<file path="config.mk">
export PLATFORM = sky130hd
export DESIGN_NAME = palette_quantize_rle_encoder_top
export DESIGN_NICKNAME = d
export VERILOG_FILES = /design/src/pqre_pkg.sv /design/src/pqre_classify.sv /design/src/pqre_queue.sv /design/src/pqre_rle.sv /design/src/palette_quantize_rle_encoder_top.sv
export SDC_FILE = /design/constraint.sdc
export NUM_CORES = 2
export LEC_CHECK = 0
export ABC_AREA = 1
export BUFFER_PORTS_ARGS = -buffer_cell sky130_fd_sc_hd__buf_2
export CELL_PAD_IN_SITES_DETAIL_PLACEMENT = 2
export CELL_PAD_IN_SITES_GLOBAL_PLACEMENT = 2
export CORE_ASPECT_RATIO = 1.4
export CORE_UTILIZATION = 40
export CTS_CLUSTER_SIZE = 10
export DETAILED_ROUTE_END_ITERATION = 10
export PLACE_DENSITY = 0.84
export SYNTH_ARGS = -nofsm -noshare
export SYNTH_HDL_FRONTEND = slang
export SYNTH_SLANG_ARGS = --single-unit
</file>
<file path="constraint.sdc">
create_clock -name clk -period 4.75 [get_ports clk]
set_input_delay 0.2375 -clock clk [delete_from_list [all_inputs] [get_ports clk]]
set_output_delay 0.2375 -clock clk [all_outputs]
set_load 0.05 [all_outputs]
</file>
<file path="src/pqre_pkg.sv">
`default_nettype none
package pqre_pkg;

	typedef struct packed {
		logic [7:0] red;
		logic [7:0] green;
		logic [7:0] blue;
		logic       last_pixel;
	} pix_t;

	typedef struct packed {
		logic [7:0] code;
		logic       last_code;
	} code_t;

	typedef struct packed {
		logic [3:0] color;
		logic       last;
	} qent_t;

	localparam int unsigned NumColors = 16;
	localparam int unsigned NumChan   = 3;
	localparam int unsigned NumLevels = 4;
	localparam int unsigned SqW       = 16;
	localparam int unsigned DistW     = 18;

	// queue between classifier and encoder; depth must be a power of two
	localparam int unsigned QDepth = 8;
	localparam int unsigned QAW    = $clog2(QDepth);
	localparam int unsigned QCW    = $clog2(QDepth + 1);

	localparam logic [7:0] LEVEL [NumLevels] = '{8'h00, 8'h55, 8'haa, 8'hff};

	// palette entries as level codes per channel: r, g, b
	localparam logic [1:0] PAL_LVL [NumColors][NumChan] = '{
		'{2'd0, 2'd0, 2'd0}, '{2'd0, 2'd0, 2'd2}, '{2'd0, 2'd2, 2'd0}, '{2'd0, 2'd2, 2'd2},
		'{2'd2, 2'd0, 2'd0}, '{2'd2, 2'd0, 2'd2}, '{2'd2, 2'd1, 2'd0}, '{2'd2, 2'd2, 2'd2},
		'{2'd1, 2'd1, 2'd1}, '{2'd1, 2'd1, 2'd3}, '{2'd1, 2'd3, 2'd1}, '{2'd1, 2'd3, 2'd3},
		'{2'd3, 2'd1, 2'd1}, '{2'd3, 2'd1, 2'd3}, '{2'd3, 2'd3, 2'd1}, '{2'd3, 2'd3, 2'd3}
	};

endpackage
`default_nettype wire

</file>
<file path="src/pqre_classify.sv">
`default_nettype none
module pqre_classify (
	input  wire logic           clk,
	input  wire logic           arst_n,
	input  wire logic           pix_valid,
	input  wire pqre_pkg::pix_t pix,
	output logic                res_valid,
	output pqre_pkg::qent_t     res,
	output logic [2:0]          inflight
);
	import pqre_pkg::*;

	logic [7:0]     ch [NumChan];
	logic [7:0]     dif [NumChan][NumLevels];
	logic [SqW-1:0] sq_d [NumChan][NumLevels];

	logic           v_s1, v_s2, v_s3, v_s4;
	logic           last_s1, last_s2, last_s3, last_s4;
	logic [SqW-1:0] sq_s1 [NumChan][NumLevels];
	logic [DistW-1:0] dist_s2 [NumColors];
	logic [DistW-1:0] gdist_s3 [4];
	logic [3:0]     gidx_s3 [4];
	logic [3:0]     idx_s4;

	logic [DistW-1:0] gdist_d [4];
	logic [3:0]       gidx_d [4];
	logic [DistW-1:0] ha_d, hb_d;
	logic [3:0]       ia_d, ib_d, best_d;

	assign ch[0] = pix.red;
	assign ch[1] = pix.green;
	assign ch[2] = pix.blue;

	always_comb begin
		for (int c = 0; c < NumChan; c++) begin
			for (int l = 0; l < NumLevels; l++) begin
				dif[c][l]  = (ch[c] > LEVEL[l]) ? (ch[c] - LEVEL[l]) : (LEVEL[l] - ch[c]);
				sq_d[c][l] = SqW'(dif[c][l]) * SqW'(dif[c][l]);
			end
		end
	end

	// 16 -> 4, lower index wins ties
	always_comb begin
		for (int g = 0; g < 4; g++) begin
			logic [DistW-1:0] da, db;
			logic [3:0]       xa, xb;
			da = (dist_s2[4*g] <= dist_s2[4*g+1]) ? dist_s2[4*g] : dist_s2[4*g+1];
			xa = (dist_s2[4*g] <= dist_s2[4*g+1]) ? 4'(4*g) : 4'(4*g+1);
			db = (dist_s2[4*g+2] <= dist_s2[4*g+3]) ? dist_s2[4*g+2] : dist_s2[4*g+3];
			xb = (dist_s2[4*g+2] <= dist_s2[4*g+3]) ? 4'(4*g+2) : 4'(4*g+3);
			gdist_d[g] = (da <= db) ? da : db;
			gidx_d[g]  = (da <= db) ? xa : xb;
		end
	end

	// 4 -> 1
	always_comb begin
		ha_d   = (gdist_s3[0] <= gdist_s3[1]) ? gdist_s3[0] : gdist_s3[1];
		ia_d   = (gdist_s3[0] <= gdist_s3[1]) ? gidx_s3[0] : gidx_s3[1];
		hb_d   = (gdist_s3[2] <= gdist_s3[3]) ? gdist_s3[2] : gdist_s3[3];
		ib_d   = (gdist_s3[2] <= gdist_s3[3]) ? gidx_s3[2] : gidx_s3[3];
		best_d = (ha_d <= hb_d) ? ia_d : ib_d;
	end

	always_ff @(posedge clk or negedge arst_n) begin
		if (!arst_n) begin
			v_s1 <= 1'b0;
			v_s2 <= 1'b0;
			v_s3 <= 1'b0;
			v_s4 <= 1'b0;
		end else begin
			v_s1 <= pix_valid;
			v_s2 <= v_s1;
			v_s3 <= v_s2;
			v_s4 <= v_s3;
		end
	end

	always_ff @(posedge clk) begin
		sq_s1   <= sq_d;
		last_s1 <= pix.last_pixel;
		for (int i = 0; i < NumColors; i++) begin
			dist_s2[i] <= DistW'(sq_s1[0][PAL_LVL[i][0]]) + DistW'(sq_s1[1][PAL_LVL[i][1]])
				+ DistW'(sq_s1[2][PAL_LVL[i][2]]);
		end
		last_s2  <= last_s1;
		gdist_s3 <= gdist_d;
		gidx_s3  <= gidx_d;
		last_s3  <= last_s2;
		idx_s4   <= best_d;
		last_s4  <= last_s3;
	end

	assign res_valid = v_s4;
	assign res.color = idx_s4;
	assign res.last  = last_s4;
	assign inflight  = 3'(v_s1) + 3'(v_s2) + 3'(v_s3) + 3'(v_s4);

endmodule
`default_nettype wire

</file>
<file path="src/pqre_queue.sv">
`default_nettype none
module pqre_queue (
	input  wire logic            clk,
	input  wire logic            arst_n,
	input  wire logic            push,
	input  wire pqre_pkg::qent_t push_data,
	input  wire logic            pop,
	output logic                 head_valid,
	output pqre_pkg::qent_t      head,
	output logic [pqre_pkg::QCW-1:0] count
);
	import pqre_pkg::*;

	qent_t          ent_q [QDepth];
	logic [QAW-1:0] wr_q, rd_q;
	logic [QCW-1:0] cnt_q;

	always_ff @(posedge clk or negedge arst_n) begin
		if (!arst_n) begin
			wr_q  <= '0;
			rd_q  <= '0;
			cnt_q <= '0;
		end else begin
			if (push)
				wr_q <= wr_q + QAW'(1);
			if (pop)
				rd_q <= rd_q + QAW'(1);
			cnt_q <= cnt_q + QCW'(push) - QCW'(pop);
		end
	end

	always_ff @(posedge clk) begin
		if (push)
			ent_q[wr_q] <= push_data;
	end

	assign head_valid = (cnt_q != '0);
	assign head       = ent_q[rd_q];
	assign count      = cnt_q;

	a_no_overflow: assert property (@(posedge clk) disable iff (!arst_n)
		push |-> (cnt_q < QCW'(QDepth)))
		else $error("queue push while full");

endmodule
`default_nettype wire

</file>
<file path="src/pqre_rle.sv">
`default_nettype none
module pqre_rle #(
	parameter int unsigned MAX_RUN = 16
) (
	input  wire logic            clk,
	input  wire logic            arst_n,
	input  wire logic            head_valid,
	input  wire pqre_pkg::qent_t head,
	output logic                 pop,
	output logic                 enc_valid,
	input  wire logic            enc_stall,
	output pqre_pkg::code_t      enc
);
	import pqre_pkg::*;

	localparam logic [4:0] RunLast = 5'(MAX_RUN - 1);

	logic       active_q;
	logic [3:0] color_q;
	logic [3:0] cnt_q;

	code_t      obuf_q [4];
	logic [1:0] owr_q, ord_q;
	logic [2:0] ocnt_q;

	logic       take, emit1, emit2, out_pop;
	logic [3:0] ncnt;
	logic [1:0] npush;
	code_t      e1, e2;

	always_comb begin
		emit1 = active_q && (head.color != color_q);
		ncnt  = (emit1 || !active_q) ? 4'd0 : cnt_q + 4'd1;
		emit2 = ({1'b0, ncnt} >= RunLast) || head.last;
		e1.code      = {color_q, cnt_q};
		e1.last_code = 1'b0;
		e2.code      = {head.color, ncnt};
		e2.last_code = head.last;
	end

	// room for two codes before an item is taken
	assign take    = head_valid && (ocnt_q <= 3'd2);
	assign pop     = take;
	assign out_pop = (ocnt_q != 3'd0) && !enc_stall;
	assign npush   = take ? (2'(emit1) + 2'(emit2)) : 2'd0;

	always_ff @(posedge clk or negedge arst_n) begin
		if (!arst_n) begin
			active_q <= 1'b0;
			color_q  <= '0;
			cnt_q    <= '0;
			owr_q    <= '0;
			ord_q    <= '0;
			ocnt_q   <= '0;
		end else begin
			if (take) begin
				color_q  <= head.color;
				active_q <= !emit2;
				cnt_q    <= emit2 ? 4'd0 : ncnt;
			end
			owr_q  <= owr_q + npush;
			if (out_pop)
				ord_q <= ord_q + 2'd1;
			ocnt_q <= ocnt_q + 3'(npush) - 3'(out_pop);
		end
	end

	always_ff @(posedge clk) begin
		if (take) begin
			if (emit1) begin
				obuf_q[owr_q] <= e1;
				if (emit2)
					obuf_q[owr_q + 2'd1] <= e2;
			end else if (emit2) begin
				obuf_q[owr_q] <= e2;
			end
		end
	end

	assign enc_valid = (ocnt_q != 3'd0);
	assign enc       = obuf_q[ord_q];

	a_obuf_bound: assert property (@(posedge clk) disable iff (!arst_n)
		ocnt_q <= 3'd4)
		else $error("code buffer overflow");

	a_last_ends_run: assert property (@(posedge clk) disable iff (!arst_n)
		(take && head.last) |=> !active_q)
		else $error("run still pending after last pixel");

	a_run_len: assert property (@(posedge clk) disable iff (!arst_n)
		enc_valid |-> ({1'b0, enc.code[3:0]} < 5'(MAX_RUN)))
		else $error("run length exceeds maximum");

endmodule
`default_nettype wire

</file>
<file path="src/palette_quantize_rle_encoder_top.sv">
// Maps each 24-bit RGB pixel to the nearest of 16 fixed palette colors
// (squared distance, lower index on ties) and run-length encodes the
// indices into bytes {color, run-1}, at most MAX_RUN pixels per byte.
// One pixel per cycle is taken sustained. A code is offered on enc once
// the pixel that closes it has passed 4 classifier stages, a queue write
// and a code buffer write.
// A pixel that closes a color run and also ends a full run or the image
// yields two codes; unless enc_stall holds them, those codes leave one per
// cycle from a 4-entry buffer, so the pixel rate falls below one per cycle
// only while such pixels and stalls on the code side fill it. pixel_stall
// rises when queue entries plus pixels in flight reach the queue depth.
`default_nettype none
module palette_quantize_rle_encoder_top #(
	parameter int unsigned MAX_RUN = 16
) (
	input  wire logic           clk,
	input  wire logic           arst_n,
	input  wire logic           pixel_valid,
	output logic                pixel_stall,
	input  wire pqre_pkg::pix_t pixel,
	output logic                enc_valid,
	input  wire logic           enc_stall,
	output pqre_pkg::code_t     enc
);
	import pqre_pkg::*;

	logic           res_valid;
	qent_t          res;
	logic [2:0]     inflight;
	logic           head_valid, pop;
	qent_t          head;
	logic [QCW-1:0] q_count;
	logic           pix_take;

	assign pixel_stall = (5'(q_count) + 5'(inflight)) >= 5'(QDepth);
	assign pix_take    = pixel_valid && !pixel_stall;

	pqre_classify u_classify (
		.clk       (clk),
		.arst_n    (arst_n),
		.pix_valid (pix_take),
		.pix       (pixel),
		.res_valid (res_valid),
		.res       (res),
		.inflight  (inflight)
	);

	pqre_queue u_queue (
		.clk        (clk),
		.arst_n     (arst_n),
		.push       (res_valid),
		.push_data  (res),
		.pop        (pop),
		.head_valid (head_valid),
		.head       (head),
		.count      (q_count)
	);

	pqre_rle #(
		.MAX_RUN (MAX_RUN)
	) u_rle (
		.clk        (clk),
		.arst_n     (arst_n),
		.head_valid (head_valid),
		.head       (head),
		.pop        (pop),
		.enc_valid  (enc_valid),
		.enc_stall  (enc_stall),
		.enc        (enc)
	);

endmodule
`default_nettype wire

</file>
==> results.md, run 1 <==
* Complex-gate fraction of the synthesized area at 0.130
* Post-synth top flop: dfxtp_1
* Initial Util at 0.403
* Simple-Gate Fraction of Synth Area at 0.154
* IO buf count at 39
* Synth Area in XOR/XNOR at 0.0870
* Mux contribution to synthesized area at 0.000328
* Post-CTS sizing at 332
* First Err: [ERROR DPL-0033] detailed placement checks failed during check placement.
* Placer Congestion at 0.926
* Largest family of logic cells by synthesized area: adder cells
* Die height at 464 um
* Seq/Total Area, Yosys at 0.227
* Unique masters post-synth at 68
* Post CTS Setup Buffer Count at 55
* Total clock sinks at 647
* Avg Cell Area, Syn at 7.92 um2
* Area of the mapped netlist at 0.0610 mm2
* Dpl hpwl at 235 mm
* Post-synth ARST share at 0.0464
* # H-tree levels at 3
* Dpl ws at -1.18 ns
* Clk buf depth at 3
* Num CTS Buffers at 80
* Number of I/O pins at 40
* Synth Area in Adders at 0.318
* Yosys Warn Count at 0
* Syn Inst Count at 7,705
* Root Buffer: clkbuf_16
* Status: stopped before the end
* Placed Area at 0.0685 mm2
* Last stage reached: clock tree synthesis (4_1_cts)
* Count of hold-fix buffers inserted at cts at 7
* Post-synth EDFFs at 76
* Row cnt at 169
* Die W at 332 um
* Yosys reg bits at 647
-- synthesized netlist by cell type (6+ instances only) --
| library cell | instances | area share |
|---|---|---|
| o2111ai_1 | 13 | 0.0019 |
| nand4_1 | 62 | 0.0064 |
| fa_1 | 317 | 0.10 |
| o22ai_1 | 23 | 0.0024 |
| o211ai_1 | 20 | 0.0025 |
| o21ai_2 | 8 | 0.0011 |
| clkinv_1 | 6 | 0.00037 |
| inv_2 | 21 | 0.0013 |
| o31ai_1 | 27 | 0.0033 |
| o21ai_0 | 556 | 0.046 |
| dfxtp_1 | 541 | 0.18 |
| o221ai_1 | 7 | 0.0010 |
| buf_1 | 9 | 0.00055 |
| dfrtp_1 | 30 | 0.012 |
| nand3_1 | 219 | 0.018 |
| clkbuf_1 | 82 | 0.0050 |
| ha_1 | 1042 | 0.21 |
| nand2_1 | 1261 | 0.078 |
| o21bai_1 | 32 | 0.0039 |
| a21oi_1 | 653 | 0.054 |
| nor2_1 | 662 | 0.041 |
| nand2_2 | 8 | 0.00082 |
| a31oi_1 | 22 | 0.0023 |
| o21a_1 | 16 | 0.0020 |
| xnor2_1 | 130 | 0.019 |
| edfxtp_1 | 76 | 0.037 |
| xor2_1 | 455 | 0.065 |
| nand3b_1 | 12 | 0.0015 |
| inv_1 | 1167 | 0.072 |
| o21ai_1 | 8 | 0.00066 |
| nor2_2 | 11 | 0.0011 |
| nor3_1 | 45 | 0.0037 |
| buf_4 | 9 | 0.0011 |
| nor4_1 | 9 | 0.00092 |
| a221oi_1 | 9 | 0.0013 |
| a21o_1 | 34 | 0.0042 |
| a21boi_0 | 10 | 0.0012 |
| a211oi_1 | 12 | 0.0015 |
| xor2_2 | 8 | 0.0021 |
| buf_2 | 27 | 0.0022 |
-- cell families after synthesis --
kind of cell,Yosys count
AOI/OAI and AO/OA,1459
xor gates and xnor gates,595
adders and majority gates,1359
buffers and inverters,1329
DFF,647
muxes,2
other,1
and+or+nand+nor,2313
-- per-stage QoR --
| stage | instances | util | hold slack (ns) |
|---|---|---|---|
| after floorplan | 7716 | - | -0.0581 |
| after global placement | 10200 | 0.452 | 0.311 |
| after detailed placement | 10200 | 0.452 | 0.318 |
==> run 2, diff against run 1 <==
--- a/config.mk
+++ b/config.mk
@@ -7,13 +7,9 @@
 export LEC_CHECK = 0
 export ABC_AREA = 1
 export BUFFER_PORTS_ARGS = -buffer_cell sky130_fd_sc_hd__buf_2
-export CELL_PAD_IN_SITES_DETAIL_PLACEMENT = 2
-export CELL_PAD_IN_SITES_GLOBAL_PLACEMENT = 2
-export CORE_ASPECT_RATIO = 1.4
 export CORE_UTILIZATION = 40
-export CTS_CLUSTER_SIZE = 10
 export DETAILED_ROUTE_END_ITERATION = 10
-export PLACE_DENSITY = 0.84
+export PLACE_DENSITY_LB_ADDON = 0.15
 export SYNTH_ARGS = -nofsm -noshare
 export SYNTH_HDL_FRONTEND = slang
 export SYNTH_SLANG_ARGS = --single-unit
==> results.md, run 2 <==
* Avg Cell Area, Syn at 7.92 um2 (unchanged)
* Final wirelength at 180 mm
* Maximum clock frequency at 223 MHz
* Placed Area at 0.0683 mm2 (was 0.0685 mm2)
* Unique masters post-synth at 68 (unchanged)
* Commonest cells in the netlist: nand2_1, inv_1, ha_1 (unchanged)
* Final worst slack at 0.269 ns
* Post-synth EDFFs at 76 (unchanged)
* Worst min-delay path class: in2reg
* Most common cell after layout, fill and taps aside: nand2_1
* Tcrit/Tclk final at 0.943
* Arr. time, crit path at 5.06 ns
* Final core utilization at 0.474
* Largest net degree at the start of global routing at 36
* Post-synth top flop: dfxtp_1 (unchanged)
* Number of I/O pins at 40 (unchanged)
* CP max stage cell: fa_1
* Largest regs: u_classify.dist_s2 x276, u_classify.sq_s1 x177, u_classify.gdist_s3 x72
* Placer Congestion at 0.925 (was 0.926)
* Hold path depth at 4
* CP Data Required Time at 5.33 ns
* Max_cap viols at 0
* DRT iter0 DRCs at 2,867
* Num CTS Buffers at 81 (was 80)
* Routed WL per cell at 17.3 um
* Max reg flops at 276
* Dpl ws at -0.584 ns (was -1.18 ns)
* Initial antenna violation count at 10
* Rel. slew slack at 0.238
* DRC viols at 0
* Seq/Total Area, Yosys at 0.227 (unchanged)
* Core area at 0.151 mm2
* Fraction of layout cells with a size suffix above 1 at 0.116
* Post-synth ARST share at 0.0464 (unchanged)
* Area of the mapped netlist at 0.0610 mm2 (unchanged)
* Vias at 51.5k
* Global route overflow at 0
* Routed Antenna Nets at 0
* Syn Inst Count at 7,705 (unchanged)
* Final Skew at 0.0667 ns
* Final Hold Viols at 0
* Share of Yosys cell area claimed by the top area cell type at 0.214 (unchanged)
* N_diodes at 0
* Final net count at 9,734
* Crit end category: register
* DRT Pass-1 Iters at 6
* Design Area, Final at 0.0714 mm2
* Post-synth top area cell: ha_1 (unchanged)
* Highest-count cells in the layout ignoring fill and taps: nand2_1, inv_1, ha_1
* Most common cell in the synthesized netlist: nand2_1 (unchanged)
* Die area at 0.154 mm2
* First-pass GRT wire length at 280 mm
* # H-tree levels at 3 (unchanged)
* Area Overhead vs Synth at 17.1%
* CTS tree: yes
* Post-route minimum period at 4.48 ns
* Clk buf depth at 3 (unchanged)
* Critical setup path kind: in2reg
* Initial Util at 0.405 (was 0.403)
* Yosys Warn Count at 0 (unchanged)
* Clock-pin transition on the worst setup and hold timing paths at 0.06 ns
* Status: finished clean (was stopped before the end)
* Vias per Instance at 4.94
* Final hold slack at 0.0945 ns
* Die W at 393 um (was 332 um)
* IO buf count at 39 (unchanged)
* Clk_lat worst skew at 0.73 ns
* Die height at 393 um (was 464 um)
* Dpl hpwl at 154 mm (was 235 mm)
* Yosys reg bits at 647 (unchanged)
* Largest reg by FF count: u_classify.dist_s2
* CP max FO at 4
* Worst setup SP type: primary input
* Crit-path max cell delay at 0.55 ns
* # setup viols final at 0
* Dominant cells by area after synthesis: ha_1, dfxtp_1, fa_1 (unchanged)
* Slew Viols, Final at 0
* Row cnt at 142 (was 169)
* Total clock sinks at 647 (unchanged)
* Vias in the first global route at 50.5k
* R2R cell count at 20
* GRT Overall Usage at 0.235
* Root Buffer: clkbuf_16 (unchanged)
* RSZ-0062 raised after global routing: false
* Worst slew pin tran at 1.13 ns
run 2: cell counts after synthesis:
No cell type changed its count.
run 2: logic make-up (layout without fill, tap and decap cells):
logic type,Yosys count,count (layout),synth area share
and+or+nand+nor,2313,2313,0.154
AOI/OAI and AO/OA,1459,1459,0.130
adders and majority gates,1359,1359,0.318
buffers and inverters,1329,2027,0.0836
DFF,647,647,0.227
xor gates and xnor gates,595,595,0.0870
muxes,2,2,0.000328
other,1,12,0.0000615
run 2: layer usage:
layer,share of wire,wire (um),global-route usage
met1,0.49,88300,0.325
met2,0.44,79400,0.380
met4,0.033,6000,0.0778
met3,0.036,6570,0.0245
met5,0.00045,82,0
run 2: worst paths after layout:
| path | start | endpoint | slack (ns) |
|---|---|---|---|
| max in group asynchronous | arst_n | u_rle.color_q[0] | 4.17 |
| worst max register to register | u_classify.dist_s2[1][93] | u_classify.gidx_s3[0] | 0.31 |
| worst min register to register | u_classify.last_s3 | u_classify.last_s4 | 0.34 |
| worst min-delay path | pixel[16] | u_classify.sq_s1[127] | 0.09 |
| min in group asynchronous | arst_n | u_classify.v_s3 | 0.12 |
| worst max-delay path | pixel[17] | u_classify.sq_s1[175] | 0.27 |
run 2: critical path: cells and delay by family:
kind,cells,cell delay (ns)
and+or+nand+nor,9,0.84
xor gates and xnor gates,1,0.20
AOI/OAI and AO/OA,7,0.82
adders and majority gates,6,2.37
buffers and inverters,7,0.59
run 2: stage by stage:
step                      setup TNS (ns)  instances
after floorplan                    -2.74       7716
after global routing                   0      10400
after global placement            -12.84      10300
after detailed placement          -16.13      10300
final                                  0      10400
after CTS                              0      10400
run 2: cell type report:
type	count	area, um2
fillers	15100	79200
multi-input cells	5740	42500
flip-flops and latches	647	13900
repair buffers	678	5050
inverters	1198	4550
well taps	2016	2520
clock buffers	99	2220
clock inverters	52	743
run 2: timing repair:
item,CTS,global route
endpoints found under the hold margin,36,0
gates resized for setup,0,30
buffers inserted,0,3
endpoints found under the setup margin,0,15
hold buffers,6,0
Power of run 2 is not shown: default switching activity piles up to over one toggle a cycle in this logic, so the estimate is an artifact.
